<file path="config.mk">
export PLATFORM = sky130hd
export DESIGN_NAME = murmur64a_hash_stream_top
export DESIGN_NICKNAME = d
export VERILOG_FILES = /design/src/sv/mmh_pkg.sv /design/src/sv/mmh_mul.sv /design/src/sv/murmur64a_hash_stream_top.sv
export SDC_FILE = /design/constraint.sdc
export NUM_CORES = 2
export LEC_CHECK = 0
export ABC_AREA = 1
export ABC_CLOCK_PERIOD_IN_PS = 28200
export BUFFER_PORTS_ARGS = -buffer_cell sky130_fd_sc_hd__buf_2
export CAP_MARGIN = 5
export CORE_MARGIN = 1.5
export CORE_UTILIZATION = 50
export DETAILED_ROUTE_END_ITERATION = 8
export PLACE_DENSITY = 0.67
export SLEW_MARGIN = 10
export SYNTH_ARGS = -nofsm -noshare
export SYNTH_HDL_FRONTEND = slang
export SYNTH_HIERARCHICAL = 1
export SYNTH_SLANG_ARGS = --single-unit
</file>
<file path="constraint.sdc">
create_clock -name clk -period 28.2 [get_ports clk]
set_input_delay 1.41 -clock clk [delete_from_list [all_inputs] [get_ports clk]]
set_output_delay 1.41 -clock clk [all_outputs]
set_load 0.01 [all_outputs]
</file>
<file path="src/sv/mmh_pkg.sv">
package mmh_pkg;

  localparam logic [63:0] MIX_MUL   = 64'hc6a4a7935bd1e995;
  localparam int unsigned MIX_SHIFT = 47;

  localparam int unsigned WORD_W  = 64;
  localparam int unsigned COUNT_W = 4;
  localparam int unsigned LEN_W   = 32;

  // Mask that keeps the lowest nbytes bytes of a word.
  function automatic logic [63:0] low_bytes_mask(input logic [2:0] nbytes);
    logic [63:0] mask;
    mask = '0;
    for (int i = 0; i < 8; i++) begin
      if (4'(i) < {1'b0, nbytes}) begin
        mask[8*i +: 8] = 8'hff;
      end
    end
    return mask;
  endfunction

  // One shift-xor step of the mixer.
  function automatic logic [63:0] shift_xor(input logic [63:0] value);
    return value ^ (value >> MIX_SHIFT);
  endfunction

endpackage

</file>
<file path="src/sv/mmh_mul.sv">
module mmh_mul (
  input  logic        clk,
  input  logic        rst_n,
  input  logic        start,
  input  logic [63:0] a_in,
  output logic        done,
  output logic [63:0] result
);

  logic [63:0] a_r;
  logic [63:0] acc_r;
  logic [63:0] prod_r;
  logic [1:0]  cnt_r;
  logic        run_r;
  logic        done_r;
  logic [31:0] mul_x;
  logic [31:0] mul_y;
  logic [63:0] prod_w;

  // The low 64 bits of the product need three 32-bit partial products.
  always_comb begin
    case (cnt_r)
      2'd0: begin
        mul_x = a_r[31:0];
        mul_y = mmh_pkg::MIX_MUL[31:0];
      end
      2'd1: begin
        mul_x = a_r[63:32];
        mul_y = mmh_pkg::MIX_MUL[31:0];
      end
      default: begin
        mul_x = a_r[31:0];
        mul_y = mmh_pkg::MIX_MUL[63:32];
      end
    endcase
  end

  assign prod_w = {32'h0, mul_x} * {32'h0, mul_y};

  always_ff @(posedge clk) begin
    if (!rst_n) begin
      run_r  <= 1'b0;
      done_r <= 1'b0;
      cnt_r  <= 2'd0;
    end else begin
      done_r <= 1'b0;
      if (start) begin
        a_r   <= a_in;
        run_r <= 1'b1;
        cnt_r <= 2'd0;
      end else if (run_r) begin
        prod_r <= prod_w;
        case (cnt_r) inside
          2'd1: acc_r <= prod_r;
          2'd2, 2'd3: acc_r <= acc_r + {prod_r[31:0], 32'h0};
          default: acc_r <= acc_r;
        endcase
        cnt_r <= cnt_r + 2'd1;
        if (cnt_r == 2'd3) begin
          run_r  <= 1'b0;
          done_r <= 1'b1;
        end
      end
    end
  end

  assign done   = done_r;
  assign result = acc_r;

endmodule

</file>
<file path="src/sv/murmur64a_hash_stream_top.sv">
// Channel  Direction  Ports                     Contents
// in       slave      in_tvalid/tready/tdata    tdata: data_word, byte_count, message_length
//                     in_tuser, in_tlast        tuser: first_word; tlast: last_word
// out      master     out_tvalid/tready/tdata   tdata: hash_value
// cfg      write      cfg_wr_en, cfg_wr_data    hash_seed
//
// All 64-bit multiplies go through one shared unit.
// Each word issues its multiplies in turn: one for a first word, three for a full word,
// one for a partial word and one for a last word. The input is not ready until the
// current word is finished.
// A finished hash waits in the output register, so the next word can be accepted
// while it is still held. Reset clears the seed and the running hash.
module murmur64a_hash_stream_top (
  input  logic         clk,
  input  logic         rst_n,
  input  logic         in_tvalid,
  output logic         in_tready,
  input  logic [103:0] in_tdata,    // data_word[63:0], byte_count[67:64],
                                    // message_length[99:68], zero fill
  input  logic         in_tuser,    // first_word
  input  logic         in_tlast,
  output logic         out_tvalid,
  input  logic         out_tready,
  output logic [63:0]  out_tdata,   // hash_value
  input  logic         cfg_wr_en,
  input  logic [63:0]  cfg_wr_data
);

  typedef enum logic [3:0] {
    S_IDLE,
    S_LOAD,
    S_LEN,
    S_FOLD,
    S_K1,
    S_K2,
    S_H,
    S_END,
    S_FIN,
    S_OUT
  } state_t;

  state_t      state_r, state_nxt;
  logic [63:0] seed_r;
  logic [63:0] hash_r, hash_nxt;
  logic [63:0] op_r, op_nxt;
  logic        start_r, start_nxt;
  logic        out_valid_r, out_valid_nxt;
  logic [63:0] out_data_r, out_data_nxt;
  logic [63:0] word_r;
  logic [3:0]  cnt_r;
  logic        first_r;
  logic        last_r;
  logic [31:0] len_r;
  logic        mul_done;
  logic [63:0] mul_res;
  logic [63:0] fin_w;
  logic        out_free;

  mmh_mul u_mul (
    .clk    (clk),
    .rst_n  (rst_n),
    .start  (start_r),
    .a_in   (op_r),
    .done   (mul_done),
    .result (mul_res)
  );

  assign fin_w    = mmh_pkg::shift_xor(mul_res);
  assign out_free = !out_valid_r || out_tready;

  always_comb begin
    state_nxt     = state_r;
    hash_nxt      = hash_r;
    op_nxt        = op_r;
    start_nxt     = 1'b0;
    out_valid_nxt = out_valid_r && !out_tready;
    out_data_nxt  = out_data_r;
    unique case (state_r)
      S_IDLE: begin
        if (in_tvalid) begin
          state_nxt = S_LOAD;
        end
      end
      S_LOAD: begin
        if (first_r) begin
          op_nxt    = {32'h0, len_r};
          start_nxt = 1'b1;
          state_nxt = S_LEN;
        end else begin
          state_nxt = S_FOLD;
        end
      end
      S_LEN: begin
        if (mul_done) begin
          hash_nxt  = seed_r ^ mul_res;
          state_nxt = S_FOLD;
        end
      end
      S_FOLD: begin
        if (cnt_r[3]) begin
          op_nxt    = word_r;
          start_nxt = 1'b1;
          state_nxt = S_K1;
        end else if (cnt_r[2:0] != 3'd0) begin
          op_nxt    = hash_r ^ (word_r & mmh_pkg::low_bytes_mask(cnt_r[2:0]));
          start_nxt = 1'b1;
          state_nxt = S_H;
        end else begin
          state_nxt = S_END;
        end
      end
      S_K1: begin
        if (mul_done) begin
          op_nxt    = mmh_pkg::shift_xor(mul_res);
          start_nxt = 1'b1;
          state_nxt = S_K2;
        end
      end
      S_K2: begin
        if (mul_done) begin
          op_nxt    = hash_r ^ mul_res;
          start_nxt = 1'b1;
          state_nxt = S_H;
        end
      end
      S_H: begin
        if (mul_done) begin
          hash_nxt  = mul_res;
          state_nxt = S_END;
        end
      end
      S_END: begin
        if (last_r) begin
          op_nxt    = mmh_pkg::shift_xor(hash_r);
          start_nxt = 1'b1;
          state_nxt = S_FIN;
        end else begin
          state_nxt = S_IDLE;
        end
      end
      S_FIN: begin
        if (mul_done) begin
          if (out_free) begin
            out_valid_nxt = 1'b1;
            out_data_nxt  = fin_w;
            state_nxt     = S_IDLE;
          end else begin
            op_nxt    = fin_w;
            state_nxt = S_OUT;
          end
        end
      end
      S_OUT: begin
        if (out_free) begin
          out_valid_nxt = 1'b1;
          out_data_nxt  = op_r;
          state_nxt     = S_IDLE;
        end
      end
      default: begin
        state_nxt = S_IDLE;
      end
    endcase
  end

  always_ff @(posedge clk) begin
    if (!rst_n) begin
      state_r     <= S_IDLE;
      seed_r      <= 64'h0;
      hash_r      <= 64'h0;
      start_r     <= 1'b0;
      out_valid_r <= 1'b0;
    end else begin
      state_r     <= state_nxt;
      hash_r      <= hash_nxt;
      op_r        <= op_nxt;
      start_r     <= start_nxt;
      out_valid_r <= out_valid_nxt;
      out_data_r  <= out_data_nxt;
      if (cfg_wr_en) begin
        seed_r <= cfg_wr_data;
      end
      if (state_r == S_IDLE && in_tvalid) begin
        word_r  <= in_tdata[63:0];
        cnt_r   <= in_tdata[67:64];
        len_r   <= in_tdata[99:68];
        first_r <= in_tuser;
        last_r  <= in_tlast;
      end
    end
  end

  assign in_tready  = (state_r == S_IDLE);
  assign out_tvalid = out_valid_r;
  assign out_tdata  = out_data_r;

endmodule
</file>
After elaboration in Yosys (flattened, before gate mapping)
Cells that the tools add are included.

RAM bits: 0. Register bits after elaboration: 560. Output and inout port bits: 66. Memories: 0. Bits in read-only memories: 0. Bits of input ports: 175. Latch bits: 0.

Equality and inequality tests: 24. Shift operators: 0. $add $sub $neg: 2. Multiplexer cells: 74. Multiply operators: 1. Reduce and logical (&&, ||, !) cells: 25. Divide/modulo/power cells: 0. Order comparisons: 7. Bitwise logic cells: 9.

Operators by type and width (number): $mux 64 (15); $pmux 64 s6 (1); $pmux 64 s2 (2); $mux 8 (28); $xor 64x64->64 (3); $xor 64x17->64 (2); $add 64x64->64 (1); $and 64x56->64 (1); $mul 32x32->64 (1); $mux 32 (2); $pmux 4 s10 (1); $mux 4 (9); $eq 4x3->1 const B (4); $mux 1 (13); $ne 2x2->1 const B (6); $ne 2x1->1 const B (5); $lt 3x3->1 const A (3); $reduce_and 9->1 (1); $eq 4x2->1 const B (2); $eq 4x4->1 const B (2); $reduce_or 2->1 (4); $reduce_and 7->1 (1); $lt 1x3->1 const A (2); $lt 2x3->1 const A (2); other kinds (22) (31).

Longest topological paths before layout
Depth after elaboration: 10. Gate-level depth with buffers: 39.

Cells and area by module
The synthesis kept the hierarchy.

By module, submodules not included: mmh_mul (instances 1, seq. area each 5845.6 um^2, area an instance 35592.9 um^2, cells each 4170); murmur64a_hash_stream_top (instances 1, seq. area each 9589.2 um^2, area an instance 17419.2 um^2, cells each 1978).

Worst setup path after synthesis
Ideal clock, no wire load.

Path kind: input to register. Start point: input port rst_n. End point: register, netlist name cnt_r[0]. Arrival time: 11407 ps. Setup time: 813 ps. Stages: 3. Path slack: 15980 ps. Path buffers: 1. Cells stage by stage: inv_2 clkbuf_1 nor4_1.

RTL lines: start: declaration (line murmur64a_hash_stream_top.sv:15) `input logic rst_n,`.

Worst setup path in the final report
Start point: register u_mul.cnt_r[0]. End point: register u_mul.prod_r[38] (data pin).

Longest elaborated chain between the ends: 4. Elaborated cells between the ends (all ways): 6.

Ends and longest elaborated chain: start: declaration (line mmh_mul.sv:13) `logic [1:0] cnt_r;`; start signal: assignment (line mmh_mul.sv:58) `cnt_r <= cnt_r + 2'd1;`; $eq 2x1->1 or $logic_not 2->1 (tied branches) (line mmh_mul.sv:22) `case (cnt_r)`; $reduce_or 2->1 (no line); $mux 32 (line mmh_mul.sv:22); $mul 32x32->64 (*) (line mmh_mul.sv:38) `assign prod_w = {32'h0, mul_x} * {32'h0, mul_y};`; via u_mul.prod_w[38] (line mmh_mul.sv:18) `logic [63:0] prod_w;`; end signal: assignment (line mmh_mul.sv:52) `prod_r <= prod_w;`; end: declaration (line mmh_mul.sv:12) `logic [63:0] prod_r;`.

Mark *: on every way through the listed nets, which the timed path passes. The rest lies on a longest branch. A chain may end at the register's enable or synchronous reset.

==> metrics.yaml <==
finalSetupTns_ps: 0
synthToLayoutAreaGrowth_pct: 8.17
final_util: 0.545
hold_viol: 0
max-slew-margin-rel: 0.185
cap_violations: 0
outcome: "finished clean"
final_max_slew_viol_count: 0
avgSynthCellArea_um2: 8.62
insertion_delay_ps: 610
finalSetupViolations: 0
die_width_um: 329
coreArea_um2: 105000
cts.clk_slew.worst_paths_ps: 70
numPortBuffers: 236
ctsResizeCount: 0
numCtsBuffers: 52
grt_pass1_vias: 41700
drive_gt1_frac: 0.0697
cts_root_buf: "clkbuf_16"
rr_startpoint: "u_mul/cnt_r[0]"
drt-total-wl_mm: 175
fill_cells: 9782
seq_area_frac_synth: 0.291
rsz0062_at_grt: "false"
fin_nets: 7570
post-route-period-util: 0.355
pin_count: 241
seqCellArea_um2: 15400
critical_path.top_delay_family: "adder cells"
cp.arrival_ps: 10310
netlist_area_um2: 53000
hold_path.startpoint: "op_r[23]"
htreeDepth: 2
wl_per_cell_um: 22.5
path_max_fanout: 44
multiInputGateArea_um2: 31100
cts_hold_buffers: 0
die_y_um: 329
start_kind: "flop"
crit_path_end_kind: "flop"
dieArea_um2: 108000
postCtsSetupBuffers: 0
cp_data_required_time_ps: 28500
worst_path_max_delay_cell: "fa_1"
period_needed_ps: 10010
synth_seq_cells: 560
vias: 41700
antenna_found_initial: 5
critPathMaxStageDelay_ps: 630
fp-row-count: 119
drc_errors: 0
clock-sinks: 560
synthDistinctLibCells: 48
initialDrtViolationCount: 4473
cts.path.max_buffers: 3
start_util: 0.504
critPathMostFrequentCell: "inv_1"
wl_met2_mm: 80.6
drt_first_pass_iters: 5
synth_edf_count: 422
critPathBufInv: 10
wl_met3_mm: 14.0
netlist_instances: 6148
grt.overflow.total: 0
timing.fmax_mhz: 99.9
pre_cts_ws_ps: 18370
routedLengthMet1_mm: 72.4
topRoutingLayerUsed: "met5"
place.gp.congestion: 1.00
worstMarginPinSlew_ps: 1220
synth_warnings: 6
finClkSkew_ps: 15.6
worst_hold_path_type: "reg2reg"
async_flop_share: 0
grt_use_total: 0.329
startpoint: "u_mul/cnt_r[0]"
setup_ws_ps: 18190
tritoncts: "yes"
ant_nets: 0
dp_hpwl_mm: 143
ys.flop_type: "edfxtp_1"
grt_pass1_wl_mm: 262
grt_max_degree: 81
crit_type: "reg2reg"
viasPerCell: 5.36
-- logic make-up (layout without fill, tap and decap cells) --
kind of cell	Yosys count	in the layout	synth area share
buffers and inverters	1709	1939	0.124
flip-flops	560	560	0.291
AO/OA/AOI/OAI	547	547	0.0573
adder cells (fa/ha/maj)	1057	1057	0.338
other	2	7	0.000142
XOR/XNOR	143	143	0.0236
AND/OR/NAND/NOR	2130	2130	0.166
-- area by class of cell --
type	instances	share of cell area
Sequential cell	560	0.269
Clock inverter	31	0.00491
Tap cell	1391	0.0304
Timing Repair Buffer	287	0.0273
Multi-Input combinational cell	3882	0.542
Clock buffer	66	0.0247
Antenna cell	2	0.0000873
Inverter	1555	0.102
-- flip-flops by register name (all words and copies together), names as in the netlist, 32 cells and up --
name          cells
len_r            32
u_mul/result     64
u_mul/prod_r     64
out_tdata        64
word_r           64
u_mul/a_r        64
op_r             64
hash_r           64
seed_r           64
-- cell usage after synthesis (40+ instances only) --
| cell type | n | area (um^2) |
|---|---|---|
| edfxtp_1 | 422 | 12700 |
| ha_1 | 433 | 5420 |
| dfxtp_1 | 138 | 2760 |
| clkbuf_1 | 73 | 274 |
| xor2_1 | 132 | 1160 |
| nand2_1 | 1301 | 4880 |
| o21ai_1 | 73 | 365 |
| a22oi_1 | 40 | 300 |
| a21oi_1 | 139 | 696 |
| o21ai_0 | 220 | 1100 |
| nand4_1 | 89 | 557 |
| buf_2 | 44 | 220 |
| fa_1 | 624 | 12500 |
| inv_1 | 1539 | 5780 |
| nand3_1 | 264 | 1320 |
| nor2_1 | 393 | 1480 |
-- path summary, 6_finish.rpt --
check             slack (ps)          endpoint  cells after the start
setup / recovery       18190  u_mul/prod_r[38]                     30
hold / removal           450     u_mul/a_r[23]                      0
setup reg to reg       18190  u_mul/prod_r[38]                     30
hold reg to reg          450     u_mul/a_r[23]                      0
-- placed cells by master (no fill, tap or decap), types with 40 or more instances in the layout --
cell type	netlist	final
o21ai_1	73	73
nand2_1	1301	1301
edfxtp_1	422	422
a22oi_1	40	40
xor2_1	132	132
ha_1	433	432
clkbuf_16	0	54
inv_1	1539	1538
nor2_1	393	391
buf_2	44	236
dfxtp_1	138	138
a21oi_1	139	139
fa_1	624	624
nand3_1	264	262
nand4_1	89	89
buf_4	11	51
o21ai_0	220	220
-- per-stage QoR --
step / hold WS [ps] / area (um^2) / std cells
floorplan: 427 / 53000 / 6151
global placement: 429 / 55600 / 7675
detailed placement: 433 / 55600 / 7675
CTS: 449 / 57300 / 7772
global route: 459 / 57300 / 7774
finish: 450 / 57300 / 7774
-- layer usage --
layer / up-vias / GRT usage
li1: 19200 / -
met1: 20200 / 0.454
met2: 1940 / 0.529
met3: 321 / 0.0434
met4: 4 / 0.123
met5: - / 0
Power is not shown: default switching activity piles up to over one toggle a cycle in this logic, so the estimate is an artifact.
